### src/hw/rtl/dacrs_pkg.sv
// shared types, constants and helpers for the dac ramp sequencer
`timescale 1ns / 1ps

package dacrs_pkg;

    localparam int CHANNELS   = 16;
    localparam int LEVEL_BITS = 12;

    localparam int CH_BITS    = 4;
    localparam int LVL_IN_BITS = 12;
    localparam int MUX_BITS   = 5;
    localparam int IDX_BITS   = (CHANNELS > 1) ? $clog2(CHANNELS) : 1;

    localparam logic [MUX_BITS-1:0]   MUX_IDLE    = MUX_BITS'(21);
    localparam logic [LEVEL_BITS-1:0] LEVEL_MAX   = {LEVEL_BITS{1'b1}};
    localparam logic [LEVEL_BITS-1:0] LEVEL_RESET = LEVEL_BITS'((1 << (LEVEL_BITS - 1)) - 1);
    localparam logic [LEVEL_BITS-1:0] LEVEL_MID   = LEVEL_BITS'(1 << (LEVEL_BITS - 1));

    typedef enum logic [2:0] {
        OP_SET_TARGET  = 3'd0,
        OP_RAMP_TICK   = 3'd1,
        OP_REFRESH_ALL = 3'd2,
        OP_ZERO_ALL    = 3'd3,
        OP_REFRESH_ONE = 3'd4
    } op_t;

    typedef struct packed {
        logic [2:0]             operation;
        logic [CH_BITS-1:0]     channel;
        logic [LVL_IN_BITS-1:0] level;
    } cmd_item_t;

    typedef struct packed {
        logic [MUX_BITS-1:0] mux_sel;
        logic [11:0]         dac_value;
        logic                dac_write;
        logic                ramp_active;
        logic                last;
    } res_item_t;

    // per-cycle commands broadcast to every cell
    typedef struct packed {
        logic set_target;
        logic tick;
        logic zero;
        logic shift;
    } cell_ctrl_t;

    // mux select for a channel: d + d/4 with d = CHANNELS-1-ch
    function automatic logic [MUX_BITS-1:0] mux_of(input logic [CH_BITS-1:0] ch);
        logic [MUX_BITS-1:0] d;
        d = MUX_BITS'(CHANNELS - 1) - {1'b0, ch};
        return d + (d >> 2);
    endfunction

    // clamp an incoming target to the level range
    function automatic logic [LEVEL_BITS-1:0] sat_level(input logic [LVL_IN_BITS-1:0] lvl);
        logic [16:0] w;
        w = 17'(lvl);
        if (w > 17'(LEVEL_MAX)) begin
            return LEVEL_MAX;
        end
        return LEVEL_BITS'(w);
    endfunction

endpackage

### src/hw/rtl/multichannel_dac_ramp_sequencer_top.sv
// top level of the multichannel dac ramp sequencer
`timescale 1ns / 1ps

// Commands arrive on cmd (cmd_valid / cmd_stall), results leave on res
// (res_valid / res_stall); a transfer happens when valid is high and stall low.
// Levels live in a ring of channel cells; a refresh rotates the ring one
// place per result so channel order comes out of the head cell, and after
// all channels the ring is back where it started.
// Set target: no result, next command taken right away.
// Ramp tick: all cells step in parallel at the transfer, then one result (deselect).
// Refresh all / zero all: 16 channel writes then the deselect, one result per
// cycle while res is not stalled, so 17 results; the block is then idle again
// and takes the next command.
// Refresh one: one write plus the deselect (deselect only for a bad channel).
// The rate is set by the single result register: one result per cycle, and
// cmd_stall stays high until the last result of a command is registered.
// A stall on res holds the result register and, outside idle, freezes the ring and sequencer.
// Reset puts every actual and target level at 2047 and clears res_valid.

module multichannel_dac_ramp_sequencer_top
    import dacrs_pkg::*;
(
    input  logic      clk,
    input  logic      rst_n,
    input  logic      cmd_valid,
    output logic      cmd_stall,
    input  cmd_item_t cmd,
    output logic      res_valid,
    input  logic      res_stall,
    output res_item_t res
);

    typedef enum logic [1:0] {
        ST_IDLE,
        ST_REFRESH,
        ST_ONE,
        ST_DESEL
    } state_t;

    localparam logic [IDX_BITS-1:0] LAST_IDX = IDX_BITS'(CHANNELS - 1);

    state_t                state_reg, state_next;
    logic [IDX_BITS-1:0]   idx_reg, idx_next;
    logic [CH_BITS-1:0]    ch_reg, ch_next;
    logic                  ramp_reg, ramp_next;
    logic                  res_valid_reg, res_valid_next;
    res_item_t             res_reg, res_next;

    cell_ctrl_t            ctrl;
    logic                  cmd_fire;
    logic                  res_free;
    logic                  ch_ok;
    logic                  moved_any;
    logic [LEVEL_BITS-1:0] new_target;
    logic [LEVEL_BITS-1:0] actual [CHANNELS];
    logic [LEVEL_BITS-1:0] target [CHANNELS];
    logic [CHANNELS-1:0]   moved;
    logic [CHANNELS-1:0]   sel;

    assign cmd_stall  = (state_reg != ST_IDLE);
    assign cmd_fire   = cmd_valid && !cmd_stall;
    assign res_free   = !res_valid_reg || !res_stall;
    assign ch_ok      = ({1'b0, cmd.channel} < (CH_BITS + 1)'(CHANNELS));
    assign moved_any  = |moved;
    assign new_target = sat_level(cmd.level);

    // ring of channel cells, each shifting from its upper neighbor
    for (genvar i = 0; i < CHANNELS; i++) begin : g_cell
        assign sel[i] = (cmd.channel[IDX_BITS-1:0] == IDX_BITS'(i));

        dacrs_cell u_cell (
            .clk        (clk),
            .rst_n      (rst_n),
            .ctrl       (ctrl),
            .sel        (sel[i]),
            .new_target (new_target),
            .nbr_actual (actual[(i + 1) % CHANNELS]),
            .nbr_target (target[(i + 1) % CHANNELS]),
            .actual     (actual[i]),
            .target     (target[i]),
            .moved      (moved[i])
        );
    end

    // sequencer next state and result assembly
    always_comb
    begin
        state_next     = state_reg;
        idx_next       = idx_reg;
        ch_next        = ch_reg;
        ramp_next      = ramp_reg;
        res_valid_next = res_valid_reg && res_stall;
        res_next       = res_reg;
        ctrl           = '0;

        unique case (state_reg)
            ST_IDLE: begin
                if (cmd_fire) begin
                    unique case (cmd.operation)
                        OP_SET_TARGET: begin
                            ctrl.set_target = ch_ok;
                        end
                        OP_RAMP_TICK: begin
                            ctrl.tick  = 1'b1;
                            ramp_next  = moved_any;
                            state_next = ST_DESEL;
                        end
                        OP_REFRESH_ALL: begin
                            idx_next   = '0;
                            state_next = ST_REFRESH;
                        end
                        OP_ZERO_ALL: begin
                            ctrl.zero  = 1'b1;
                            idx_next   = '0;
                            state_next = ST_REFRESH;
                        end
                        OP_REFRESH_ONE: begin
                            ch_next    = cmd.channel;
                            state_next = ch_ok ? ST_ONE : ST_DESEL;
                        end
                        default: begin
                        end
                    endcase
                end
            end
            ST_REFRESH: begin
                if (res_free) begin
                    res_next.mux_sel     = mux_of(CH_BITS'(idx_reg));
                    res_next.dac_value   = 12'(actual[0]);
                    res_next.dac_write   = 1'b1;
                    res_next.ramp_active = 1'b0;
                    res_next.last        = 1'b0;
                    res_valid_next       = 1'b1;
                    ctrl.shift           = 1'b1;
                    idx_next             = idx_reg + IDX_BITS'(1);
                    if (idx_reg == LAST_IDX) begin
                        state_next = ST_DESEL;
                    end
                end
            end
            ST_ONE: begin
                if (res_free) begin
                    res_next.mux_sel     = mux_of(ch_reg);
                    res_next.dac_value   = 12'(actual[ch_reg[IDX_BITS-1:0]]);
                    res_next.dac_write   = 1'b1;
                    res_next.ramp_active = 1'b0;
                    res_next.last        = 1'b0;
                    res_valid_next       = 1'b1;
                    state_next           = ST_DESEL;
                end
            end
            ST_DESEL: begin
                if (res_free) begin
                    res_next.mux_sel     = MUX_IDLE;
                    res_next.dac_value   = '0;
                    res_next.dac_write   = 1'b0;
                    res_next.ramp_active = ramp_reg;
                    res_next.last        = 1'b1;
                    res_valid_next       = 1'b1;
                    ramp_next            = 1'b0;
                    state_next           = ST_IDLE;
                end
            end
            default: begin
                state_next = ST_IDLE;
            end
        endcase
    end

    // state and registered outputs
    always_ff @(posedge clk or negedge rst_n)
    begin
        if (!rst_n) begin
            state_reg     <= ST_IDLE;
            idx_reg       <= '0;
            ch_reg        <= '0;
            ramp_reg      <= 1'b0;
            res_valid_reg <= 1'b0;
        end else begin
            state_reg     <= state_next;
            idx_reg       <= idx_next;
            ch_reg        <= ch_next;
            ramp_reg      <= ramp_next;
            res_valid_reg <= res_valid_next;
        end
    end

    // result payload
    always_ff @(posedge clk)
    begin
        res_reg <= res_next;
    end

    assign res_valid = res_valid_reg;
    assign res       = res_reg;

endmodule

### src/hw/rtl/dacrs_cell.sv
// one channel cell: actual and target level, ramp step and ring shift
`timescale 1ns / 1ps

module dacrs_cell
    import dacrs_pkg::*;
(
    input  logic                  clk,
    input  logic                  rst_n,
    input  cell_ctrl_t            ctrl,
    input  logic                  sel,
    input  logic [LEVEL_BITS-1:0] new_target,
    input  logic [LEVEL_BITS-1:0] nbr_actual,
    input  logic [LEVEL_BITS-1:0] nbr_target,
    output logic [LEVEL_BITS-1:0] actual,
    output logic [LEVEL_BITS-1:0] target,
    output logic                  moved
);

    logic [LEVEL_BITS-1:0] actual_reg, actual_next;
    logic [LEVEL_BITS-1:0] target_reg, target_next;

    // next levels: shift from neighbor, zero-all to mid-scale, ramp step or target write
    always_comb
    begin
        actual_next = actual_reg;
        target_next = target_reg;
        if (ctrl.shift) begin
            actual_next = nbr_actual;
            target_next = nbr_target;
        end else if (ctrl.zero) begin
            actual_next = LEVEL_MID;
        end else if (ctrl.tick) begin
            if (actual_reg > target_reg) begin
                actual_next = actual_reg - LEVEL_BITS'(1);
            end else if (actual_reg < target_reg) begin
                actual_next = actual_reg + LEVEL_BITS'(1);
            end
        end else if (ctrl.set_target && sel) begin
            target_next = new_target;
        end
    end

    always_ff @(posedge clk or negedge rst_n)
    begin
        if (!rst_n) begin
            actual_reg <= LEVEL_RESET;
            target_reg <= LEVEL_RESET;
        end else begin
            actual_reg <= actual_next;
            target_reg <= target_next;
        end
    end

    assign actual = actual_reg;
    assign target = target_reg;
    assign moved  = (actual_reg != target_reg);

endmodule

### config.mk
export PLATFORM = sky130hd
export DESIGN_NAME = multichannel_dac_ramp_sequencer_top
export DESIGN_NICKNAME = d
export VERILOG_FILES = /design/src/hw/rtl/dacrs_pkg.sv /design/src/hw/rtl/multichannel_dac_ramp_sequencer_top.sv /design/src/hw/rtl/dacrs_cell.sv
export SDC_FILE = /design/constraint.sdc
export NUM_CORES = 2
export LEC_CHECK = 0
export BUFFER_PORTS_ARGS = -buffer_cell sky130_fd_sc_hd__buf_2
export CAP_MARGIN = 0
export CORE_MARGIN = 2
export CORE_UTILIZATION = 42
export DETAILED_ROUTE_END_ITERATION = 10
export PLACE_DENSITY = 0.6
export SLEW_MARGIN = 20
export SYNTH_ARGS = -nofsm -noshare
export SYNTH_HDL_FRONTEND = slang
export SYNTH_SLANG_ARGS = --single-unit
### constraint.sdc
create_clock -name clk -period 6.5 [get_ports clk]
set_input_delay 0.325 -clock clk [delete_from_list [all_inputs] [get_ports clk]]
set_output_delay 0.325 -clock clk [all_outputs]
set_load 0.05 [all_outputs]
* Word level (Yosys, flattened, before mapping)
Index checks and enable logic that the tools add are counted.
Cells by class: add/subtract/negate cells 37, multipliers 0, div/mod/pow operators 0, magnitude comparators 33, equality and inequality tests 49, shift-type cells 0, mux-type cells 175, bitwise gates (word level) 1, reduce and logical (&&, ||, !) cells 102
Operators with widths (number):
- 12-bit 2-to-1 mux | 146
- 12-bit by 1-bit adder with 12-bit output, second input constant | 16
- 12-bit > comparator | 16
- 12-bit < comparator | 16
- 12-bit inequality test | 16
- 12-bit by 1-bit subtractor with 12-bit output, second input constant | 16
- 4-bit nonzero test | 16
- 20-bit 2-to-1 mux | 3
- 20-bit case mux with 3 select lines | 1
- 3-bit AND reduction | 17
- 12-bit binary-select mux with 4-bit select | 1
- 2-bit nonzero test | 19
- 4-bit equality test, second input constant | 9
- 2-bit AND reduction | 16
- 1-bit logical AND | 18
- 4-bit by 3-bit equality test with 1-bit output, second input constant | 4
- 2-bit inequality test, second input constant | 8
- 16-bit OR reduction | 1
- 4-bit 2-to-1 mux | 3
- 4-bit AND reduction | 3
- 5-bit by 3-bit adder with 5-bit output | 2
- 1-bit 2-to-1 mux | 10
- 2-bit 2-to-1 mux | 5
- 4-bit by 4-bit subtractor with 5-bit output, first input constant | 2
- other kinds (26) | 33
Word-level totals: register bits after elaboration 416, latch bits 0, RAM bits 0, bits in read-only memories 0, input bits 23, output and inout bits 22, memories 0

* Depth between registers and ports, before layout
depth in word-level cells 10, gate-level depth with buffers 15

* By module
A second synthesis with hierarchy kept.
Unflattened totals: cells, all modules 3929, area, all modules 36246.0 µm²
Modules (own cells, without submodules):
- dacrs_cell (g_cell[0].u_cell ...) | times used 12, cells each 227, area each 2073.2 µm², sequential area each 628.1 µm²
- dacrs_cell (g_cell[7].u_cell ...) | times used 3, cells each 218, area each 1986.9 µm², sequential area each 628.1 µm²
- multichannel_dac_ramp_sequencer_top | times used 1, cells each 328, area each 3443.3 µm², sequential area each 900.9 µm²
- dacrs_cell (g_cell[6].u_cell) | times used 1, cells each 223, area each 1963.1 µm², sequential area each 628.1 µm²

* Worst setup path after synthesis
OpenSTA, ideal clock, no wires.
path kind register to register, start point register g_cell[13].u_cell.target_reg[10], end point register g_cell[13].u_cell.actual_reg[11], data arrival time 3.737 ns, required time 6.399 ns, path slack 2.662 ns, cell stages (with the launch flop) 15, period minus slack after synthesis 3.838 ns, path through dfstp_2 inv_1 ha_1 and4_1 nand4_1 o211ai_1 nor2b_1 ha_1 nor3_1 nor3_1 a311o_1 a31o_2 nor3b_1 o21a_1 nor4_1
On the way: longest elaborated chain between the ends 5, elaborated cells on any way between the ends 8
Ends and longest elaborated chain:
- from (decl) | line dacrs_cell.sv:20 | logic [LEVEL_BITS-1:0] target_reg, target_next;
- from (signal assigned) | line dacrs_cell.sv:50 | target_reg <= target_next;
- 12-bit > comparator | line dacrs_cell.sv:33 | if (actual_reg > target_reg) begin
- 12-bit 2-to-1 mux | line dacrs_cell.sv:33
- 12-bit 2-to-1 mux | line dacrs_cell.sv:32 | end else if (ctrl.tick) begin
- 12-bit 2-to-1 mux | line dacrs_cell.sv:30 | end else if (ctrl.zero) begin
- 12-bit 2-to-1 mux | line dacrs_cell.sv:27 | if (ctrl.shift) begin
- to (signal assigned) | line dacrs_cell.sv:49 | actual_reg <= actual_next;
- to (decl) | line dacrs_cell.sv:19 | logic [LEVEL_BITS-1:0] actual_reg, actual_next;
Several ways; a longest one is shown, not always the timed one. The select of a mux whose other input is x is not followed. A chain may end at the register's enable or synchronous reset.

* Worst setup path in the final report
start point register g_cell[8].u_cell.actual_reg[0], end point register g_cell[8].u_cell.actual_reg[11]
On the way: longest elaborated chain between the ends 6, elaborated cells on any way between the ends 11
Ends and longest elaborated chain:
- from (decl) | line dacrs_cell.sv:19
- from (signal assigned) | line dacrs_cell.sv:49
- 12-bit by 1-bit adder with 12-bit output | line dacrs_cell.sv:36 | actual_next = actual_reg + LEVEL_BITS'(1);
- 12-bit 2-to-1 mux | line dacrs_cell.sv:35 | end else if (actual_reg < target_reg) begin
- 12-bit 2-to-1 mux | line dacrs_cell.sv:33
- 12-bit 2-to-1 mux | line dacrs_cell.sv:32
- 12-bit 2-to-1 mux | line dacrs_cell.sv:30
- 12-bit 2-to-1 mux | line dacrs_cell.sv:27
Several ways; a longest one is shown, not always the timed one. The select of a mux whose other input is x is not followed.

==> results.txt <==
CTS max path bufs: 3
Hold Path Class: input port to register
Syn Nets: 4,105
GRT Total Usage: 26.61%
Worst-Skew Late Latency: 0.64 ns
Clock skew: 0.03635 ns
H-tree depth: 2
PostCTS Resize Cnt: 0
#FFs+latches synth: 416
Post-DP HPWL: 77.40 mm
Final setup viols: 0
Die Footprint: 82,320 um2
Fin. Hold Viols: 0
Hold Path Depth: 2
WL per Instance: 23.27 um
Die W: 286.9 um
Final Max Tran Viols: 0
DP Cell Count: 4,652
Die Ht: 286.9 um
R2R setup slack: 1.81 ns
Detailed-route DRC error count: 0
Synth Area per Inst: 9.084 um2
Grt ovf: 0
Global-route wire length before repair: 168.6 mm
Crit. End Element: register
Worst path slowest cell: nor4_1
Root buf cell: clkbuf_16
CP Launch Type: register
Share of layout cells above drive strength 1: 17.49%
Critical path arrival: 5.22 ns
Post-route ant nets: 0
Ports: 45
Post-synth EDFFs: 20
Via-per-instance ratio: 6.028
Placeable Area: 79,130 um2
Via count: 28,650
Fin Setup TNS: 0 ns
HP Start: cmd[14]
FP Rows: 103
WP data required: 7.03 ns
Fin nets: 4,063
Drt total wl: 110.6 mm
CTS tree: built
Fin crit share: 72.23%
Slew margin rel.: 26.17%
Worst-path cell chain: inv_1 -> ha_1 -> nand3_1 -> nor4_1 -> or2_2 -> nand2_1 -> ha_1 -> a211oi_1 -> o21ai_1 -> nand3_1 -> o2bb2ai_1 -> a21oi_1 -> or4_1 -> a31oi_1
Largest cells by area after synthesis: dfstp_2 28%, ha_1 14%, mux2i_1 6.3%
CTS buffer count: 52
Ys async rst share: 95.19%
Cells after Synth: 3,701
Yosys top cell area share: 27.51%
Area Overhead vs Synth: 8.806%
Largest net degree at the start of global routing: 234
Initial antenna violation count: 6
F_max: 213.0 MHz
RSZ-0062 raised after global routing: no
Worst Max-Slew Pin Slew: 1.097 ns
Initial Util: 42.49%
Status: complete, no violations
Number of global-route vias before repair: 26,870
Cell variety after synth: 86
Ys Warns: 0
Critical Path Max Stage Delay: 0.93 ns
Port Buf Inserts: 44
Final Non-Filler Cells: 4,752
Crit-path max FO: 11
Max Cap Viol: 0
Main synth FF type: dfstp_2
Cell taking the most area after synthesis: dfstp_2
Reg2Reg Depth: 14
Initial DRC count: 2,675
R2R Path End: g_cell[8].u_cell.actual[11]
Crit Path Class: register to register
Worst hold path endpoint: ch_reg[2]
Sink Count: 416
Final min period: 4.695 ns
Mapped Area: 33,620 um2
Clock slew at reported path FFs: 0.06 ns
Sequential element share of the synthesized area: 32.57%
Reg-to-Reg Start: g_cell[8].u_cell.actual[0]
Placer congestion estimate: 0.9023
Drt pass-1 iters: 5
through the flow:
step / hold slack [ns] / worst slack, ns / cell area (um2) / util, %
floorplan: 0.02941 / 2.662 / 33620 / -
global placement: 0.2992 / 1.775 / 34670 / 43.82
detailed placement: 0.3006 / 1.971 / 34690 / 43.84
CTS: 0.007773 / 1.950 / 36550 / 46.20
global route: 0.03044 / 1.409 / 36570 / 46.22
finish: 0.03505 / 1.805 / 36580 / 46.23
final cells by class:
class                   instances  area [um2]
flip-flops and latches        416       10960
clock inverters                18       266.5
clock buffers                  77        1575
well taps                    1050        1314
fillers                      7697       42550
multi-input cells            2843       20860
diodes                          2       5.005
repair buffers                 88       631.9
inverters                     258       968.4
critical path: cells and delay by family (launching register included):
kind / cells / cell delay (ns)
adder cells (fa/ha/maj): 2 / 0.69
AO/OA/AOI/OAI: 5 / 1.01
flip-flops: 1 / 0.63
buffers and inverters: 1 / 0.08
AND/OR/NAND/NOR: 6 / 2.18
worst max path at each step:
stage | start | end | slack, ns
finish | g_cell[8].u_cell.actual[0] | g_cell[8].u_cell.actual[11] | 1.81
global placement | g_cell[9].u_cell.target[7] | g_cell[9].u_cell.actual[10] | 1.77
global route | g_cell[8].u_cell.actual[0] | g_cell[8].u_cell.actual[11] | 1.41
floorplan | g_cell[13].u_cell.target[10] | g_cell[13].u_cell.actual[11] | 2.66
CTS | g_cell[8].u_cell.actual[0] | g_cell[8].u_cell.actual[11] | 1.95
detailed placement | g_cell[8].u_cell.actual[0] | g_cell[8].u_cell.actual[11] | 1.97
cell usage after synthesis (all sizes together), types with 56 or more instances:
library cell and n:
dfstp 352, nor2 205, nand3 64, nor3 56, nand2 381, a21oi 281
clkbuf 83, xnor2 90, mux2i 211, ha 363, a21o 92, inv 256
o21ai 379, nand4 63, buf 101
timing repair:
item	in CTS	in global routing
buffers inserted	0	0
hold buffers	2	0
hold endpoints to repair	48	0
kinds of logic after synthesis:
family / synth area share, %
AO/OA/AOI/OAI: 21.08
XOR/XNOR: 3.126
adder cells (fa/ha/maj): 14.58
buffers and inverters: 5.512
flip-flops: 32.57
multiplexers: 10.45
AND/OR/NAND/NOR: 12.68
metal layers:
metal | vias up | wire length, um | track usage (%)
met2 | 933 | 49320 | 41.49
li1 | 13460 | - | -
met4 | 8 | 3025 | 7.487
met3 | 173 | 7677 | 4.016
met1 | 14070 | 50520 | 38.21
met5 | - | 53 | 0
placed cells by master, fill, tap and decap left out, types with 19 or more instances in the layout:
cell	instances
a211oi_1	40
a21o_1	92
a21oi_1	279
a22oi_1	51
a2bb2oi_1	28
a31oi_1	34
and2_1	25
buf_2	43
buf_4	36
clkbuf_16	52
dfrtp_1	42
dfstp_2	352
edfxtp_1	20
ha_1	363
inv_1	256
mux2i_1	211
mux4_2	51
nand2_1	377
nand2b_1	24
nand3_1	63
nand4_1	63
nor2_1	203
nor2b_1	19
nor3_1	51
o21a_1	35
o21ai_0	357
o21ai_1	20
o21bai_1	32
o22ai_1	24
xnor2_1	90
xor2_1	30
Power is not shown: default switching activity piles up to over one toggle a cycle in this logic, so the estimate is an artifact.
